==> config.mk <==
export PLATFORM = sky130hd
export DESIGN_NAME = pipc_count_flat
export DESIGN_NICKNAME = d
export VERILOG_FILES = /design/src/design/pipc_pkg.sv /design/src/design/pipc_out_if.sv /design/src/design/pipc_count.sv /design/src/flat_wrapper.sv
export SDC_FILE = /design/constraint.sdc
export NUM_CORES = 1
export LEC_CHECK = 0
export CORE_AREA = 2 2 110 112
export CTS_CLUSTER_DIAMETER = 40
export DETAILED_ROUTE_END_ITERATION = 8
export DIE_AREA = 0 0 112 114
export DONT_BUFFER_PORTS = 1
export PLACE_DENSITY = 0.6
export SYNTH_ARGS = -nofsm -noshare
export SYNTH_HDL_FRONTEND = slang
export SYNTH_SLANG_ARGS = --single-unit
==> constraint.sdc <==
create_clock -name clk -period 1.1 [get_ports clk]
set_clock_uncertainty 0.05 [all_clocks]
set_input_delay 0.22 -clock clk [delete_from_list [all_inputs] [get_ports clk]]
set_output_delay 0.22 -clock clk [all_outputs]
set_load 0.02 [all_outputs]
==> src/design/pipc_pkg.sv <==
// pipc_pkg: shared types and the edge crossing decision for the crossing-number test
// no dependencies; imported by every pipc module and the top level
`default_nettype none

package pipc_pkg;

	// control bits that travel with an item through the pipeline
	typedef struct packed {
		logic valid;
		logic first;
		logic last;
	} pipc_ctl_t;

	// sign bits of both ends of one edge, taken after translation by the query point
	typedef struct packed {
		logic x1n;
		logic x2n;
		logic y1n;
		logic y2n;
	} edge_sign_t;

	// does the edge cross the closed positive x half-axis
	// a_ge_b / a_le_b compare x1*y2 against x2*y1
	function automatic logic edge_verdict(edge_sign_t s, logic a_ge_b, logic a_le_b);
		logic hit;
		hit = 1'b0;
		if (s.x1n && s.x2n) begin
			hit = 1'b0;
		end else if (s.y1n == s.y2n) begin
			hit = 1'b0;
		end else if (!s.x1n && !s.x2n) begin
			hit = 1'b1;
		end else if (s.y1n) begin
			// edge goes upward: intercept >= 0 when the cross term is >= 0
			hit = a_ge_b;
		end else begin
			hit = a_le_b;
		end
		return hit;
	endfunction

endpackage

`default_nettype wire

==> src/design/pipc_out_if.sv <==
// pipc_out_if: result channel with valid/ready handshake and the inside flag
// no dependencies
`default_nettype none

interface pipc_out_if ();
	logic valid;
	logic ready;
	logic inside_res;

	modport source (
		output valid, inside_res,
		input  ready
	);

	modport sink (
		input  valid, inside_res,
		output ready
	);
endinterface

`default_nettype wire

==> src/design/pipc_count.sv <==
// pipc_count: crossing decision, parity accumulation and the result register
// depends on pipc_pkg and pipc_out_if
`default_nettype none

module pipc_count import pipc_pkg::*; #(
	parameter int W = 33
) (
	input  logic                  clk,
	input  logic                  arst_n,
	input  pipc_ctl_t             ctl_s2,
	output logic                  ready3,
	input  logic signed [2*W-1:0] chain_a_s3,
	input  logic signed [2*W-1:0] chain_b_s3,
	input  edge_sign_t            chain_sign_s3,
	input  logic signed [2*W-1:0] close_a_s3,
	input  logic signed [2*W-1:0] close_b_s3,
	input  edge_sign_t            close_sign_s3,
	pipc_out_if.source            res
);

	pipc_ctl_t ctl_s3;
	logic      parity_q;
	logic      out_valid_q;
	logic      inside_q;
	logic      adv3;
	logic      chain_hit, close_hit, parity_nx;

	// only an item that closes a polygon needs the result register
	assign adv3   = ctl_s3.valid && (!ctl_s3.last || !out_valid_q || res.ready);
	assign ready3 = !ctl_s3.valid || adv3;

	assign chain_hit = edge_verdict(chain_sign_s3, chain_a_s3 >= chain_b_s3,
		chain_a_s3 <= chain_b_s3);
	assign close_hit = edge_verdict(close_sign_s3, close_a_s3 >= close_b_s3,
		close_a_s3 <= close_b_s3);

	// a first vertex restarts the chain and has no incoming edge
	assign parity_nx = ctl_s3.first ? 1'b0 : (parity_q ^ chain_hit);

	assign res.valid      = out_valid_q;
	assign res.inside_res = inside_q;

	always_ff @(posedge clk or negedge arst_n) begin
		if (!arst_n) begin
			ctl_s3      <= '0;
			parity_q    <= 1'b0;
			out_valid_q <= 1'b0;
			inside_q    <= 1'b0;
		end else begin
			if (ready3) begin
				ctl_s3 <= ctl_s2;
			end
			if (adv3) begin
				parity_q <= parity_nx;
			end
			if (adv3 && ctl_s3.last) begin
				out_valid_q <= 1'b1;
				inside_q    <= parity_nx ^ close_hit;
			end else if (res.ready) begin
				out_valid_q <= 1'b0;
			end
		end
	end

`ifndef SYNTH
	// the last stage holds only behind an untaken result
	a_stall_cause: assert property (@(posedge clk) disable iff (!arst_n)
		ctl_s3.valid && !adv3 |-> ctl_s3.last && out_valid_q && !res.ready)
		else $error("last stage stalled without a pending result");

	// a new result comes only from a closing vertex
	a_result_source: assert property (@(posedge clk) disable iff (!arst_n)
		$rose(out_valid_q) |-> $past(adv3 && ctl_s3.last))
		else $error("result raised without a closing vertex");

	// a polygon of one vertex is never inside
	a_single_vertex: assert property (@(posedge clk) disable iff (!arst_n)
		adv3 && ctl_s3.first && ctl_s3.last |=> out_valid_q && !inside_q)
		else $error("single vertex polygon reported inside");
`endif

endmodule

`default_nettype wire

==> src/flat_wrapper.sv <==
// flat-port wrapper written by rule: the top's interface ports become plain ports
module pipc_count_flat import pipc_pkg::*;
#(
	parameter int W = 33
)
  (clk, arst_n, ctl_s2, ready3, chain_a_s3, chain_b_s3, chain_sign_s3, close_a_s3, close_b_s3, close_sign_s3, res_valid, res_inside_res, res_ready);
  pipc_out_if res_i ();
  input  logic clk;
  input  logic arst_n;
  input  pipc_ctl_t ctl_s2;
  output logic ready3;
  input  logic signed [2*W-1:0] chain_a_s3;
  input  logic signed [2*W-1:0] chain_b_s3;
  input  edge_sign_t chain_sign_s3;
  input  logic signed [2*W-1:0] close_a_s3;
  input  logic signed [2*W-1:0] close_b_s3;
  input  edge_sign_t close_sign_s3;
  output wire logic [$bits(res_i.valid)-1:0] res_valid;
  output wire logic [$bits(res_i.inside_res)-1:0] res_inside_res;
  input wire logic [$bits(res_i.ready)-1:0] res_ready;
  assign res_valid = res_i.valid;
  assign res_inside_res = res_i.inside_res;
  assign res_i.ready = res_ready;
  pipc_count #(.W(W)) u_core (.clk(clk), .arst_n(arst_n), .ctl_s2(ctl_s2), .ready3(ready3), .chain_a_s3(chain_a_s3), .chain_b_s3(chain_b_s3), .chain_sign_s3(chain_sign_s3), .close_a_s3(close_a_s3), .close_b_s3(close_b_s3), .close_sign_s3(close_sign_s3), .res(res_i));
endmodule
==> out/qor.log <==
INFO  outcome        status=finished with violations
INFO  outcome        failed_checks=setup timing
INFO  job            cap_violations=0
INFO  setup_path     critical_path_required=1.20ns
INFO  sta            finalWorstPathRequiredPeriod=2.36ns
INFO  sta            period_share=214%
INFO  route          routed-via-count=3835
INFO  clocking       cts_tree=yes
INFO  setup_path     cp.buffers_inverters=2
INFO  layout         fin_util=43.5%
INFO  layout         fillerInstances=1170
INFO  sta            grt_setup_unrepaired=yes
INFO  synthesis      synth_cell_types=57
INFO  setup_path     path_delay_family=compound AO/OA/AOI/OAI gates
INFO  global_routing antenna_violations_before_repair=0
INFO  setup_path     cell_at_the_slowest_stage_of_the_critical_path=a311o_1
INFO  setup_path     rrSetupSlack=-0.09ns
INFO  setup_path     reg2reg_to=u_core.res.inside_res
INFO  global_routing grt_overflow_total=0
INFO  setup_path     r2r-start=u_core.parity_q
INFO  placement      place.port_buffers=0
INFO  layout         area.growth.synth_to_final=33.4%
INFO  setup_path     worstSetupEndpointType=register
INFO  synthesis      post_synthesis_instance_area=0.00382mm2
INFO  worst_hold_path min-delay-start=ctl_s2[0]
INFO  setup_path     crit_path_max_incr_delay=0.40ns
INFO  power_and_ir_drop finalPower=0.00271W
INFO  route          detail_route.first_pass.iterations=4
INFO  layout         antenna_cells=0
INFO  floorplan      core=0.0117mm2
INFO  clocking       cts.root.buffer_cell=clkbuf_16
INFO  sta            worst_slew_pin_slew=0.349ns
INFO  clocking       worst_skew_pair.late_latency=0.23ns
INFO  route          post-route-drc-count=0
INFO  placement      post-dp-hpwl=10400um
INFO  synthesis      synth-edff-count=0
INFO  synthesis      proportion_of_register_bits_with_asynchronous_set_or_reset_after_synthesis=100%
INFO  setup_path     timing.critical_path.arrival=2.45ns
INFO  synthesis      postSynth.topFlopCell=dfrtp_1
INFO  placement      placed_cells=692
INFO  synthesis      synth_fp_nets=925
INFO  sta            timing_max_transition_violations_final=0
INFO  power_and_ir_drop p_leak=2.65nW
INFO  sta            setup_viol=5
INFO  worst_hold_path hold-path-cell-count=1
INFO  global_routing first_pass_grt_wire_length=18200um
INFO  floorplan      dieWidth=112um
INFO  clocking       numCtsBuffers=3
INFO  layout         finish.net_count=974
INFO  synthesis      number_of_synthesis_warnings=0
INFO  sta            hold_slack=0.0613ns
INFO  power_and_ir_drop cellPowerDensity=532mW/mm2
INFO  route          totalWireLength=12000um
INFO  floorplan      ioPinCount=281
INFO  sta            final_hold_viol_count=0
INFO  layout         layoutNonFillerInstCount=710
INFO  global_routing grt_start_max_net_pins=7
INFO  setup_path     timing.critical_path.fanout_max=2
INFO  route          route.detailed.wl_per_inst=16.9um
INFO  route          drt_iter0_drc=121
INFO  clocking       clock_tree.htree_level_count=1
INFO  worst_hold_path hold_end=u_core.ctl_s3[0]
INFO  setup_path     crit_path_cell_trace=inv_1, ha_1, a21oi_1, nor2_1, a211oi_1, o211ai_1, a311o_1, buf_4, nand2_4, a2111oi_4, a21boi_2, or3_1, a31oi_1
INFO  setup_path     path_class=in -> reg
INFO  sta            setup_slack=-1.26ns
INFO  synthesis      ys_ff_latch=6
INFO  clocking       path_clk_slew=0.04ns
INFO  synthesis      syn_inst=515
INFO  placement      place_congestion=0.850
INFO  sta            max-slew-margin-rel=76.5%
INFO  global_routing grt_use_total=17.0%
INFO  floorplan      die_h=114um
INFO  route          via_per_inst=5.40
INFO  worst_hold_path min_path_type=in -> reg
INFO  synthesis      synth_seq_area_share=3.93%
INFO  power_and_ir_drop maximum_resistive_drop_on_vdd=0.00108V
INFO  route          antenna_violating_nets_remaining=0
INFO  synthesis      syn-mean-instance-area=7.41um2
INFO  global_routing first_global_vias=3978
INFO  setup_path     worst_r2r_path_depth=3
INFO  floorplan      floorplan.initialDensity=32.6%
INFO  floorplan      rows=40
INFO  setup_path     worst_setup_path_start_kind=input pin
INFO  clocking       clk_path_buf_depth=2
INFO  clocking       clkSinkCount=6
INFO  placement      place_worst_setup_slack=-1.79ns
INFO  sta            clock.fmax=0.424GHz
INFO  layout         drive_above_1_share=27.9%
INFO  floorplan      design.die.area=0.0128mm2
per-layer routing:
layer	track usage (%)	share of wire, %
met4	3.09	1.5
met2	32.9	54
met5	0	0
met1	19.5	38
met3	3.24	5.9
cells by family (layout without fill, tap and decap cells):
kind of cell	after synthesis	after routing	share of synthesized area, %
compound gates	110	110	19.2
xor+xnor	2	2	0.459
fa+ha+maj	132	132	43.3
buf+inv	137	185	13.5
flops	6	6	3.93
mux	1	1	0.295
simple gates	127	127	19.3
Yosys cell counts (3+ instances only):
master | n | area [um2]
nand2b_1 | 9 | 56.3
ha_1 | 132 | 1650
o211ai_1 | 6 | 45.0
nor2_1 | 13 | 48.8
nand2_1 | 37 | 139
dfrtp_1 | 6 | 150
o21ai_1 | 4 | 20.0
nor2b_1 | 3 | 18.8
a221o_1 | 3 | 30.0
inv_1 | 137 | 514
nand4_2 | 3 | 37.5
o21ai_0 | 10 | 50.1
a211oi_1 | 5 | 37.5
a2111oi_0 | 3 | 26.3
a21oi_1 | 42 | 210
nand4_1 | 27 | 169
nand3_1 | 9 | 45.0
nor3_1 | 7 | 35.0
a21o_1 | 13 | 97.6
how the worst max path moves through the flow:
stage	startpoint	endpoint	cells past startpoint
floorplan	close_b_s3[17]	u_core.res.inside_res	12
global placement	close_b_s3[23]	u_core.res.inside_res	12
detailed placement	close_b_s3[23]	u_core.res.inside_res	12
CTS	close_b_s3[57]	u_core.res.inside_res	14
global route	chain_b_s3[25]	u_core.res.inside_res	12
finish	close_b_s3[7]	u_core.res.inside_res	13
power by group:
part	internal, W	leakage, nW	total, W	switching, W
combinational	0.000923	2.54	0.00179	0.000869
sequential	0.000253	0.0701	0.000300	0.0000462
clock	0.000482	0.0382	0.000618	0.000136
flip-flops by register name (all words and copies together) (netlist names):
signal / count
u_core.ctl_s3: 3
u_core.res.inside_res: 1
u_core.parity_q: 1
u_core.res.valid: 1
cells in the final DEF, fill, tap and decap left out, drive strengths merged, types with 2 or more instances in the layout:
cell and n:
dfrtp 6, a221oi 3, buf 43, a21boi 2
a211oi 6, and3b 2, nor4 3, and4 4
and3 2, o211ai 6, o21a 2, o21ai 15
nor3 7, nand2b 9, nand2 37, nand3 9
nor2 13, xnor2 2, nand4 30, and2 2
clkbuf 4, inv 137, a21o 13, o31ai 2
a21oi 43, a2111oi 4, ha 132, a221o 3
o22ai 2, nor2b 3
what timing repair did:
action | 4_1_cts | 5_1_grt
hold endpoints to repair | 6 | 0
pin swaps | 41 | 31
setup buffers | 7 | 6
endpoints found under the setup margin | 3 | 5
resized for setup | 46 | 45
hold buffers | 1 | 0
gates cloned | 0 | 0
area by class of cell:
class	instances	area, um2	share of cell area, %
sequential	6	151	2.97
clock buffer	4	78.8	1.55
inverter	137	524	10.3
timing repair buffer	44	348	6.83
tap	147	184	3.61
multi-input combinational	372	3800	74.7
through the flow:
step	cell area (um2)	TNS [ns]
floorplan	3940	-2.48
global route	5090	-3.04
global placement	4350	-3.08
detailed placement	4350	-3.22
CTS	4780	-2.70
finish	5090	-2.61
Power figures use the tool's default switching activity.
