`config.mk`:
```
export PLATFORM = sky130hd
export DESIGN_NAME = pipc_front_flat
export DESIGN_NICKNAME = d
export VERILOG_FILES = /design/src/design/pipc_pkg.sv /design/src/design/pipc_in_if.sv /design/src/design/pipc_front.sv /design/src/flat_wrapper.sv
export SDC_FILE = /design/constraint.sdc
export NUM_CORES = 1
export LEC_CHECK = 0
export BUFFER_PORTS_ARGS = -buffer_cell sky130_fd_sc_hd__buf_2
export CAP_MARGIN = 15
export CORE_ASPECT_RATIO = 1.25
export CORE_UTILIZATION = 55
export CTS_CLUSTER_DIAMETER = 200
export CTS_CLUSTER_SIZE = 24
export DETAILED_ROUTE_END_ITERATION = 16
export HOLD_SLACK_MARGIN = 0.12
export PLACE_DENSITY = 0.78
export SLEW_MARGIN = 20
export SYNTH_ARGS = -nofsm -noshare
export SYNTH_HDL_FRONTEND = slang
export SYNTH_SLANG_ARGS = --single-unit
```
`constraint.sdc`:
```
create_clock -name clk -period 9.89 [get_ports clk]
set_input_delay 1.4835 -clock clk [delete_from_list [all_inputs] [get_ports clk]]
set_output_delay 1.4835 -clock clk [all_outputs]
set_load 0.02 [all_outputs]
```
`src/design/pipc_pkg.sv`:
```
// pipc_pkg: shared types and the edge crossing decision for the crossing-number test
// no dependencies; imported by every pipc module and the top level
`default_nettype none

package pipc_pkg;

	// control bits that travel with an item through the pipeline
	typedef struct packed {
		logic valid;
		logic first;
		logic last;
	} pipc_ctl_t;

	// sign bits of both ends of one edge, taken after translation by the query point
	typedef struct packed {
		logic x1n;
		logic x2n;
		logic y1n;
		logic y2n;
	} edge_sign_t;

	// does the edge cross the closed positive x half-axis
	// a_ge_b / a_le_b compare x1*y2 against x2*y1
	function automatic logic edge_verdict(edge_sign_t s, logic a_ge_b, logic a_le_b);
		logic hit;
		hit = 1'b0;
		if (s.x1n && s.x2n) begin
			hit = 1'b0;
		end else if (s.y1n == s.y2n) begin
			hit = 1'b0;
		end else if (!s.x1n && !s.x2n) begin
			hit = 1'b1;
		end else if (s.y1n) begin
			// edge goes upward: intercept >= 0 when the cross term is >= 0
			hit = a_ge_b;
		end else begin
			hit = a_le_b;
		end
		return hit;
	endfunction

endpackage

`default_nettype wire

```
`src/design/pipc_in_if.sv`:
```
// pipc_in_if: vertex channel with valid/ready handshake and query/vertex payload
// no dependencies
`default_nettype none

interface pipc_in_if #(
	parameter int COORD_BITS = 32
) ();
	logic                         valid;
	logic                         ready;
	logic signed [COORD_BITS-1:0] query_x;
	logic signed [COORD_BITS-1:0] query_y;
	logic signed [COORD_BITS-1:0] vertex_x;
	logic signed [COORD_BITS-1:0] vertex_y;
	logic                         first_vertex;
	logic                         last_vertex;

	modport source (
		output valid, query_x, query_y, vertex_x, vertex_y, first_vertex, last_vertex,
		input  ready
	);

	modport sink (
		input  valid, query_x, query_y, vertex_x, vertex_y, first_vertex, last_vertex,
		output ready
	);
endinterface

`default_nettype wire

```
`src/design/pipc_front.sv`:
```
// pipc_front: input register, translation by the query point and the polygon state
// depends on pipc_pkg and pipc_in_if
`default_nettype none

module pipc_front import pipc_pkg::*; #(
	parameter int COORD_BITS = 32
) (
	input  logic                        clk,
	input  logic                        arst_n,
	pipc_in_if.sink                     vtx,
	input  logic                        ready3,
	output pipc_ctl_t                   ctl_s2,
	output logic signed [COORD_BITS:0]  cur_x_s2,
	output logic signed [COORD_BITS:0]  cur_y_s2,
	output logic signed [COORD_BITS:0]  prv_x_s2,
	output logic signed [COORD_BITS:0]  prv_y_s2,
	output logic signed [COORD_BITS:0]  st_x_s2,
	output logic signed [COORD_BITS:0]  st_y_s2
);

	localparam int W = COORD_BITS + 1;

	pipc_ctl_t                    ctl_s1;
	logic signed [COORD_BITS-1:0] qx_s1, qy_s1, vx_s1, vy_s1;

	logic signed [COORD_BITS-1:0] held_qx_q, held_qy_q;
	logic signed [W-1:0]          start_x_q, start_y_q;
	logic signed [W-1:0]          prior_x_q, prior_y_q;

	logic signed [COORD_BITS-1:0] qx, qy;
	logic signed [W-1:0]          cur_x, cur_y, start_x_nx, start_y_nx;
	logic                         ready1, ready2, adv1;

	assign ready2    = !ctl_s2.valid || ready3;
	assign ready1    = !ctl_s1.valid || ready2;
	assign adv1      = ctl_s1.valid && ready2;
	assign vtx.ready = ready1;

	// the first vertex brings its own query point
	assign qx = ctl_s1.first ? qx_s1 : held_qx_q;
	assign qy = ctl_s1.first ? qy_s1 : held_qy_q;

	assign cur_x = $signed({vx_s1[COORD_BITS-1], vx_s1}) - $signed({qx[COORD_BITS-1], qx});
	assign cur_y = $signed({vy_s1[COORD_BITS-1], vy_s1}) - $signed({qy[COORD_BITS-1], qy});

	assign start_x_nx = ctl_s1.first ? cur_x : start_x_q;
	assign start_y_nx = ctl_s1.first ? cur_y : start_y_q;

	always_ff @(posedge clk or negedge arst_n) begin
		if (!arst_n) begin
			ctl_s1 <= '0;
			ctl_s2 <= '0;
		end else begin
			if (ready1) begin
				ctl_s1 <= '{valid: vtx.valid, first: vtx.first_vertex, last: vtx.last_vertex};
			end
			if (ready2) begin
				ctl_s2 <= ctl_s1;
			end
		end
	end

	always_ff @(posedge clk) begin
		if (ready1 && vtx.valid) begin
			qx_s1 <= vtx.query_x;
			qy_s1 <= vtx.query_y;
			vx_s1 <= vtx.vertex_x;
			vy_s1 <= vtx.vertex_y;
		end
		if (adv1) begin
			cur_x_s2 <= cur_x;
			cur_y_s2 <= cur_y;
			prv_x_s2 <= prior_x_q;
			prv_y_s2 <= prior_y_q;
			st_x_s2  <= start_x_nx;
			st_y_s2  <= start_y_nx;
		end
	end

	always_ff @(posedge clk or negedge arst_n) begin
		if (!arst_n) begin
			held_qx_q <= '0;
			held_qy_q <= '0;
			start_x_q <= '0;
			start_y_q <= '0;
			prior_x_q <= '0;
			prior_y_q <= '0;
		end else if (adv1) begin
			if (ctl_s1.first) begin
				held_qx_q <= qx_s1;
				held_qy_q <= qy_s1;
			end
			start_x_q <= start_x_nx;
			start_y_q <= start_y_nx;
			prior_x_q <= cur_x;
			prior_y_q <= cur_y;
		end
	end

`ifndef SYNTH
	// a first vertex equal to its own query point enters the pipeline at the origin
	a_first_at_origin: assert property (@(posedge clk) disable iff (!arst_n)
		adv1 && ctl_s1.first && vx_s1 == qx_s1 && vy_s1 == qy_s1 |=>
			st_x_s2 == '0 && st_y_s2 == '0)
		else $error("first vertex equal to query not translated to origin");
`endif

endmodule

`default_nettype wire

```
`src/flat_wrapper.sv`:
```
// flat-port wrapper written by rule: the top's interface ports become plain ports
module pipc_front_flat import pipc_pkg::*;
#(
	parameter int COORD_BITS = 32
)
  (clk, arst_n, ready3, ctl_s2, cur_x_s2, cur_y_s2, prv_x_s2, prv_y_s2, st_x_s2, st_y_s2, vtx_valid, vtx_query_x, vtx_query_y, vtx_vertex_x, vtx_vertex_y, vtx_first_vertex, vtx_last_vertex, vtx_ready);
  pipc_in_if #(.COORD_BITS(COORD_BITS)) vtx_i ();
  input  logic clk;
  input  logic arst_n;
  input  logic ready3;
  output pipc_ctl_t ctl_s2;
  output logic signed [COORD_BITS:0] cur_x_s2;
  output logic signed [COORD_BITS:0] cur_y_s2;
  output logic signed [COORD_BITS:0] prv_x_s2;
  output logic signed [COORD_BITS:0] prv_y_s2;
  output logic signed [COORD_BITS:0] st_x_s2;
  output logic signed [COORD_BITS:0] st_y_s2;
  input wire logic [$bits(vtx_i.valid)-1:0] vtx_valid;
  input wire logic [$bits(vtx_i.query_x)-1:0] vtx_query_x;
  input wire logic [$bits(vtx_i.query_y)-1:0] vtx_query_y;
  input wire logic [$bits(vtx_i.vertex_x)-1:0] vtx_vertex_x;
  input wire logic [$bits(vtx_i.vertex_y)-1:0] vtx_vertex_y;
  input wire logic [$bits(vtx_i.first_vertex)-1:0] vtx_first_vertex;
  input wire logic [$bits(vtx_i.last_vertex)-1:0] vtx_last_vertex;
  output wire logic [$bits(vtx_i.ready)-1:0] vtx_ready;
  assign vtx_i.valid = vtx_valid;
  assign vtx_i.query_x = vtx_query_x;
  assign vtx_i.query_y = vtx_query_y;
  assign vtx_i.vertex_x = vtx_vertex_x;
  assign vtx_i.vertex_y = vtx_vertex_y;
  assign vtx_i.first_vertex = vtx_first_vertex;
  assign vtx_i.last_vertex = vtx_last_vertex;
  assign vtx_ready = vtx_i.ready;
  pipc_front #(.COORD_BITS(COORD_BITS)) u_core (.clk(clk), .arst_n(arst_n), .vtx(vtx_i), .ready3(ready3), .ctl_s2(ctl_s2), .cur_x_s2(cur_x_s2), .cur_y_s2(cur_y_s2), .prv_x_s2(prv_x_s2), .prv_y_s2(prv_y_s2), .st_x_s2(st_x_s2), .st_y_s2(st_y_s2));
endmodule
```
==> results of run 1 <==
[worst max-delay path: stages (launching register included)]
cell and delay [ns]:
dfrtp_4 0.77, buf_4 0.58, buf_4 0.59, mux2i_1 0.18
ha_1 0.31, a2111oi_2 0.38, o211ai_1 0.15, o21ai_0 0.20
o211ai_1 0.24, a211oi_2 0.30, xor2_1 0.23, inv_1 0.08
mux2_2 0.26
[routing by layer]
layer | wire length [microns] | share of wire (%) | up-vias
met3 | 2610 | 5.3 | 70
met2 | 25300 | 51 | 468
met5 | 11 | 0.022 | -
met4 | 1260 | 2.6 | 2
met1 | 20000 | 41 | 6897
li1 | - | - | 6544
[final timing paths]
kind	from	to	slack (ns)	cells past startpoint
hold / removal	u_core.prior_x_q[1]	u_core.prv_x_s2[1]	0.45	0
max in group asynchronous	arst_n	u_core.ctl_s1[1]	7.59	2
min in group asynchronous	arst_n	u_core.prior_x_q[14]	0.87	1
setup reg to reg	u_core.ctl_s1[1]	u_core.st_y_s2[31]	5.32	12
setup / recovery	u_core.ctl_s1[1]	u_core.st_y_s2[31]	5.32	12
hold reg to reg	u_core.prior_x_q[1]	u_core.prv_x_s2[1]	0.45	0
[kinds of logic after synthesis]
kind of cell,share of synthesized area [%]
adders and majority gates,3.81
AOI/OAI and AO/OA,7.83
and+or+nand+nor,8.79
muxes,8.71
DFF,67.2
buffers and inverters,1.70
xor gates and xnor gates,1.98
[power groups by stage]
stage / Sequential [W] / Clock [W] / Combinational, W
3_3_place_gp: 0.00332 / 0 / 0.00191
5_1_grt: 0.00337 / 0.00123 / 0.00215
6_report: 0.00331 / 0.00113 / 0.00197
2_1_floorplan: 0.00357 / 0 / 0.00111
3_5_place_dp: 0.00336 / 0 / 0.00196
4_1_cts: 0.00331 / 0.00116 / 0.00198
[cells in the final DEF, fill, tap and decap left out, types with 13 or more instances in the layout]
cell type  count
mux2_2       115
ha_1          64
nand2_1      299
edfxtp_1     326
inv_1         32
xnor2_1       37
nor3_1        18
clkbuf_1      19
nor2_1        60
buf_2        334
dfrtp_1      201
a21o_1        19
clkbuf_16     25
o21ai_0      111
xor2_1        13
mux2i_1       63
a21oi_1       64
[flip-flops by register name, summed over array words and instances, names as in the netlist]
name,cells
u_core.ctl_s1,3
u_core.ctl_s2,3
u_core.cur_x_s2,33
u_core.cur_y_s2,33
u_core.held_qx_q,32
u_core.held_qy_q,32
u_core.prior_x_q,33
u_core.prior_y_q,33
u_core.prv_x_s2,33
u_core.prv_y_s2,33
u_core.qx_s1,32
u_core.qy_s1,32
u_core.st_x_s2,33
u_core.st_y_s2,33
u_core.start_x_q,33
u_core.start_y_q,33
u_core.vx_s1,32
u_core.vy_s1,32
[stage by stage]
step                      power, W  setup WS, ns  hold slack [ns]
after CTS                  0.00645          5.30            0.452
after global placement     0.00523          5.41            0.427
after global routing       0.00675          5.03            0.467
final                      0.00641          5.32            0.447
after detailed placement   0.00532          5.35            0.430
after floorplan            0.00468          1.44            0.417
[area by class of cell]
class | count | area (sq um)
sequential | 528 | 14800
fill | 2930 | 14300
multi-input combinational | 1026 | 6890
timing repair buffer | 346 | 1770
clock buffer | 44 | 697
tap | 498 | 623
inverter | 33 | 131
clock inverter | 1 | 8.76
antenna | 1 | 2.50
==> flow_summary.json, run 1 <==
{
  "status": "finished clean",
  "post_cts_buffers": 0,
  "pwr-share-comb_pct": 30.7,
  "ant_nets": 0,
  "numPortBuffers": 335,
  "maxCapViolations": 0,
  "syn_nets": 1852,
  "first_iter_violations": 1065,
  "fmax_mhz": 219,
  "worst_pin_slew_ns": 1.04,
  "yosysTopAreaCell": "edfxtp_1",
  "io_pins": 336,
  "cts-buffers-inserted": 25,
  "areaGrowthSynthToFinish_pct": 13.0,
  "layout_min_cycle_time_ns": 4.57,
  "firstDrtPassIters": 5,
  "die_w_microns": 181,
  "use_met2_pct": 42.2,
  "synthFlopType": "edfxtp_1",
  "cts-hold-fix-buffers": 0,
  "final_layout_size_suffix_gt1_share_pct": 25.9,
  "grtUsageMet3_pct": 2.76,
  "initial_core_util_pct": 56.2,
  "p_per_area_nw_per_um2": 257,
  "p_clk_share_pct": 17.7,
  "postRouteWirelength_microns": 49200,
  "dp_hpwl_microns": 33800,
  "dieArea_sq_um": 41000,
  "grt_pass1_wl_microns": 75100,
  "track_usage_pct": 23.7,
  "ys_top_cells_by_area": "edfxtp_1 (44%), dfrtp_1 (23%), mux2_2 (5.9%)",
  "grtUsageMet1_pct": 30.6,
  "layout.nets": 2160,
  "fin_skew_ns": 0.0208,
  "cts.sinks": 528,
  "cts-resized-gates": 0,
  "worstPathRequired_ns": 10.21,
  "stdcell_area_sq_um": 25000,
  "synthTopCellsByCount": "edfxtp_1 (326), nand2_1 (301), dfrtp_1 (202), mux2_2 (115), o21ai_0 (111)",
  "clkLatencyLatePin_ns": 0.57,
  "place_area_sq_um": 24300,
  "critPathMaxFanout": 37,
  "clk_pin_slew_ns": 0.10,
  "ctsRootBufferMaster": "clkbuf_16",
  "antenna_found_initial": 2,
  "yosysUniqueCellTypes": 66,
  "synth_seq_cells": 528,
  "seqPwrFrac_pct": 51.6,
  "die_y_microns": 226,
  "hold_violations": 0,
  "synthArstFlopShare_pct": 38.3,
  "gp_congestion": 0.900,
  "core_sq_um": 39300,
  "viasPerCell": 5.64,
  "stdcell_count": 2477,
  "vias": 14000,
  "grt_pass1_vias": 13700,
  "cp-start-kind": "flip-flop",
  "finalMaxSlewViolations": 0,
  "final.period_utilization_pct": 46.2,
  "num_rows": 81,
  "syn_avg_cell_area_sq_um": 13.4,
  "end_kind": "flip-flop",
  "drc_errors": 0,
  "slew_headroom_pct": 30.7,
  "rsz0062_at_grt": "no",
  "power_leakage_nw": 10.6,
  "grt_busiest_layer": "met2",
  "htreeDepth": 1,
  "placed_cells": 2431,
  "fin_tns_setup_ns": 0,
  "cts_tree": "yes",
  "min_path_type": "reg2reg",
  "ys_seq_area_share_pct": 67.2,
  "setup_viol": 0,
  "netlist.area_leader.share_pct": 44.3,
  "ir_drop_uv": 193,
  "grt_max_degree": 98,
  "critPathArrivalTime_ns": 4.89,
  "grt_overflow_total": 0,
  "netlist_area_sq_um": 22100,
  "clock_path_buffers": 3,
  "swShare_pct": 33.3,
  "synth_edf_count": 326,
  "yosysMostFrequentCell": "edfxtp_1",
  "syn_inst": 1652,
  "post-route-util_pct": 63.5,
  "worst-setup-path-type": "reg2reg",
  "wl_per_cell_microns": 19.8,
  "p_int_w": 0.00428,
  "ys_warn_count": 0,
  "switchingPower_w": 0.00213
}
Power figures use the tool's default switching activity.
==> inputs of run 2 (changes only) <==
- CORE_UTILIZATION: 55 -> 51
- PLACE_DENSITY: 0.78 -> 0.76
- clock period: 9.89 -> 3.99 ns (I/O delays scaled with it)
==> run 2 against run 1 <==
Global-route usage decreased by 1.1 points; clock skew grew 0.014 ns; power grew 150%; first-iteration DRC count rose by 8.6%; via count is 0.50% higher; critical path type unchanged; critical endpoint is now u_core.st_x_s2[30]; highest routed layer is now met4.
==> flow_summary.json, run 2 (same netlist as run 1, synthesis figures left out) <==
{
  "status": "finished clean",
  "num_rows": 84,
  "grt_max_degree": 189,
  "timing.rr.end": "u_core.st_x_s2[30]",
  "grt_pass1_vias": 13900,
  "hold_depth": 1,
  "io_pins": 336,
  "final_layout_size_suffix_gt1_share_pct": 26.7,
  "hold_violations": 0,
  "cp-start-kind": "flip-flop",
  "ant_nets": 0,
  "end_kind": "flip-flop",
  "p_int_w": 0.0107,
  "vias": 14100,
  "stdcell_count": 2561,
  "first_iter_violations": 1157,
  "min_path_type": "in2reg",
  "p_per_area_nw_per_um2": 634,
  "hold_start": "vtx_query_y[4]",
  "maxCapViolations": 0,
  "rsz0062_at_grt": "no",
  "final_common_cell": "buf_2",
  "dieArea_sq_um": 44200,
  "critPathArrivalTime_ns": 4.24,
  "placed_cells": 2508,
  "initial_core_util_pct": 52.2,
  "drc_errors": 0,
  "die_y_microns": 235,
  "critPathMaxFanout": 8,
  "firstDrtPassIters": 5,
  "wl_per_cell_microns": 19.7,
  "cts_tree": "yes",
  "pre_cts_ws_ns": 0.129,
  "p_clk_share_pct": 17.6,
  "seqPwrFrac_pct": 51.2,
  "final.period_utilization_pct": 98.2,
  "htreeDepth": 1,
  "postRouteWirelength_microns": 50500,
  "track_usage_pct": 22.6,
  "layout_min_cycle_time_ns": 3.92,
  "ctsRootBufferMaster": "clkbuf_16",
  "viasPerCell": 5.49,
  "timing.rr.start": "u_core.ctl_s1[1]",
  "clk_pin_slew_ns": 0.10,
  "fin_skew_ns": 0.0346,
  "core_sq_um": 42400,
  "setup_viol": 0,
  "switchingPower_w": 0.00535,
  "multiInputGateArea_sq_um": 6900,
  "gp_congestion": 0.933,
  "pwr-share-comb_pct": 31.2,
  "fmax_mhz": 255,
  "min_to": "u_core.qy_s1[4]",
  "cts.sinks": 528,
  "antenna_found_initial": 1,
  "rr_worst_depth": 11,
  "final_cell_mix": "buf_2 (334), edfxtp_1 (326), nand2_1 (299)",
  "grt_pass1_wl_microns": 77900,
  "worstPathRequired_ns": 4.31,
  "power_w": 0.0160,
  "die_w_microns": 188,
  "clkLatencyLatePin_ns": 0.59,
  "layout.nets": 2180,
  "ir_drop_uv": 420,
  "clock_path_buffers": 3,
  "cts-buffers-inserted": 25,
  "layout_setup_ws_ns": 0.0733,
  "numPortBuffers": 335,
  "worst_pin_slew_ns": 1.00,
  "worst-setup-path-type": "reg2reg",
  "slew_headroom_pct": 33.2,
  "fillers": 3297,
  "power_leakage_nw": 10.7,
  "grt_overflow_total": 0,
  "reg2reg_slack_ns": 0.07,
  "post-route-util_pct": 59.7,
  "fin_tns_setup_ns": 0,
  "finalMaxSlewViolations": 0,
  "areaGrowthSynthToFinish_pct": 14.5,
  "swShare_pct": 33.4,
  "seq_area_sq_um": 14800,
  "dp_hpwl_microns": 35200
}
-- run 2: per-stage QoR --
| stage | cell area, sq um | hold slack, ns |
|---|---|---|
| floorplan | 22100 | 0.303 |
| global placement | 24500 | 0.428 |
| detailed placement | 24500 | 0.428 |
| CTS | 25300 | 0.145 |
| global route | 25300 | 0.154 |
| finish | 25300 | 0.189 |
-- run 2: area by class of cell --
type	instances	area share, %
diodes	3	0.0297
multi-input cells	1026	27.3
repair buffers	366	7.94
flip-flops and latches	528	58.7
clock inverters	1	0.0346
well taps	559	2.76
clock buffers	45	2.77
inverters	33	0.519
-- run 2: worst max-delay path by stage --
stage,startpoint,depth (start not counted),endpoint,slack (ns)
after floorplan,u_core.ctl_s1[1],13,u_core.st_y_s2[31],0.26
after global placement,u_core.ctl_s1[1],11,u_core.st_x_s2[30],0.20
after detailed placement,u_core.ctl_s1[1],11,u_core.st_x_s2[30],0.13
after CTS,u_core.ctl_s1[1],11,u_core.st_x_s2[30],0.07
after global routing,u_core.ctl_s1[1],11,u_core.st_x_s2[30],0.009
final,u_core.ctl_s1[1],11,u_core.st_x_s2[30],0.07
-- run 2: power groups by stage --
stage	Combinational (W)	Clock, W	Sequential [W]
2_1_floorplan	0.00275	0	0.00881
3_3_place_gp	0.00483	0	0.00826
3_5_place_dp	0.00496	0	0.00832
4_1_cts	0.00500	0.00291	0.00821
5_1_grt	0.00542	0.00307	0.00836
6_report	0.00500	0.00282	0.00821
-- run 2: timing repair --
| item | in CTS | in global routing |
|---|---|---|
| setup endpoints to repair | 0 | 11 |
| buffers inserted | 0 | 3 |
| gates resized for setup | 0 | 1 |
| hold buffers | 1 | 0 |
| hold endpoints to repair | 82 | 0 |
-- run 2: critical path, cell delays in order (launching register included) --
cell,delay (ns)
dfrtp_4,0.55
mux2_2,0.37
ha_1,0.22
fa_1,0.40
nand2b_1,0.18
a21oi_1,0.30
o221ai_2,0.23
o21ai_1,0.36
and3_1,0.34
o21ai_0,0.16
and4bb_2,0.28
mux2_2,0.26
-- run 2: routing by layer --
layer,global-route usage (%),share of wire [%],routed length [microns]
met1,29.6,41,20700
met5,0,0,0
met2,39.6,51,25700
met3,2.26,5.4,2700
met4,6.82,2.6,1320
==> inputs of run 3 (changes only) <==
- PLACE_DENSITY: 0.76 -> default
- PLACE_DENSITY_LB_ADDON: default -> 0.25
==> run 3 against run 2 <==
Register-to-register slack improved by 0.07 ns; highest routed layer is now met5; setup slack better by 0.067 ns; sequential power down 0.5%.
==> flow_summary.json, run 3 (same netlist as run 1, synthesis figures left out) <==
{
  "status": "finished clean",
  "setup_viol": 0,
  "worstPathRequired_ns": 4.32,
  "areaGrowthSynthToFinish_pct": 14.6,
  "ctsRootBufferMaster": "clkbuf_16",
  "grt_pass1_wl_microns": 78000,
  "hold_violations": 0,
  "p_per_area_nw_per_um2": 633,
  "fin_skew_ns": 0.0315,
  "gp_congestion": 0.886,
  "cts-buffers-inserted": 25,
  "final_common_cell": "buf_2",
  "cp-start-kind": "flip-flop",
  "final_layout_size_suffix_gt1_share_pct": 26.8,
  "placed_cells": 2511,
  "cpPeakStageDelay_ns": 0.55,
  "path_cells": "mux2_2, ha_1, fa_1, nand2b_1, a21oi_1, o221ai_2, o21ai_1, and3_1, o21ai_0, and4bb_2, mux2_2",
  "critPathArrivalTime_ns": 4.18,
  "die_y_microns": 235,
  "htreeDepth": 1,
  "power_w": 0.0160,
  "first_iter_violations": 1009,
  "cts.sinks": 528,
  "numPortBuffers": 335,
  "layout_setup_ws_ns": 0.140,
  "ir_drop_uv": 498,
  "final_cell_mix": "buf_2 (334), edfxtp_1 (326), nand2_1 (299)",
  "clock_path_buffers": 3,
  "timing.rr.start": "u_core.ctl_s1[1]",
  "maxCapViolations": 0,
  "num_rows": 84,
  "track_usage_pct": 22.8,
  "fmax_mhz": 260,
  "dieArea_sq_um": 44200,
  "antenna_found_initial": 5,
  "worst_pin_slew_ns": 0.984,
  "layout.nets": 2182,
  "clkLatencyLatePin_ns": 0.59,
  "worst-setup-path-type": "reg2reg",
  "slew_headroom_pct": 34.4,
  "vias": 13900,
  "fillers": 3367,
  "core_sq_um": 42400,
  "firstDrtPassIters": 6,
  "setup.worst_path.start": "u_core.ctl_s1[1]",
  "crit_top_cell": "mux2_2",
  "finalMaxSlewViolations": 0,
  "viasPerCell": 5.42,
  "clk_pin_slew_ns": 0.09,
  "critPathMaxFanout": 9,
  "cts_tree": "yes",
  "reg2reg_slack_ns": 0.14,
  "die_w_microns": 188,
  "final.period_utilization_pct": 96.5,
  "cpMaxStageDelayCell": "dfrtp_4",
  "stdcell_count": 2563,
  "min_path_type": "in2async",
  "layout_min_cycle_time_ns": 3.85,
  "ant_nets": 0,
  "stdcell_area_sq_um": 25300,
  "pre_cts_ws_ns": 0.159,
  "initial_core_util_pct": 52.2,
  "dp_hpwl_microns": 34800,
  "fin_tns_setup_ns": 0,
  "io_pins": 336,
  "power_leakage_nw": 10.7,
  "grt_max_degree": 189,
  "drc_errors": 0,
  "grt_overflow_total": 0,
  "postRouteWirelength_microns": 50600,
  "cts-hold-fix-buffers": 0,
  "grt_pass1_vias": 14100,
  "place_area_sq_um": 24600,
  "end_kind": "flip-flop",
  "wl_per_cell_microns": 19.7
}
run 3: changes by cell type in the layout (fill, tap and decap cells not counted), sizes merged:
cell and change:
buf +3, dlygate4sd3 -1
run 3: critical path, delay by kind of cell, from the launching register on:
family | cells | cell delay (ns)
adders and majority gates | 2 | 0.63
and+or+nand+nor | 3 | 0.78
AOI/OAI and AO/OA | 4 | 0.98
muxes | 2 | 0.64
DFF | 1 | 0.55
run 3: per-layer routing:
layer	GRT usage (%)	wire length (microns)
met1	29.6	21200
met4	6.01	1160
met2	39.7	25500
met5	0	16
met3	3.48	2640
run 3: path summary, 6_finish.rpt:
check                      depth (start not counted)              endpoint
max in group asynchronous                          2  u_core.prior_y_q[29]
hold / removal                                     1  u_core.prior_x_q[10]
min in group clk                                   1      u_core.qy_s1[13]
setup reg to reg                                  11    u_core.st_x_s2[30]
setup / recovery                                  11    u_core.st_x_s2[30]
hold reg to reg                                    0   u_core.prv_y_s2[17]
run 3: metrics by stage:
stage,hold WS [ns],util [%]
2_1_floorplan,0.303,-
3_3_place_gp,0.426,58.0
3_5_place_dp,0.431,58.0
4_1_cts,0.131,59.7
5_1_grt,0.135,59.8
6_report,0.0749,59.8
run 3: cell type report:
cell class | count | area (sq um) | share of cell area [%]
Sequential cell | 528 | 14800 | 58.6
Multi-Input combinational cell | 1026 | 6900 | 27.3
Timing Repair Buffer | 368 | 2020 | 7.99
Clock buffer | 45 | 701 | 2.77
Tap cell | 559 | 699 | 2.76
Inverter | 33 | 131 | 0.519
Clock inverter | 1 | 8.76 | 0.0346
Antenna cell | 3 | 7.51 | 0.0296
run 3: repair_timing:
action | CTS | global route
setup endpoints to repair | 0 | 12
gates resized for setup | 0 | 2
buffers inserted | 0 | 3
run 3: power by group:
| group | total (W) | internal, W | switching [W] |
|---|---|---|---|
| Combinational | 0.00503 | 0.00193 | 0.00310 |
| Clock | 0.00285 | 0.00120 | 0.00165 |
| Sequential | 0.00817 | 0.00757 | 0.000598 |
| Total | 0.0160 | 0.0107 | 0.00534 |
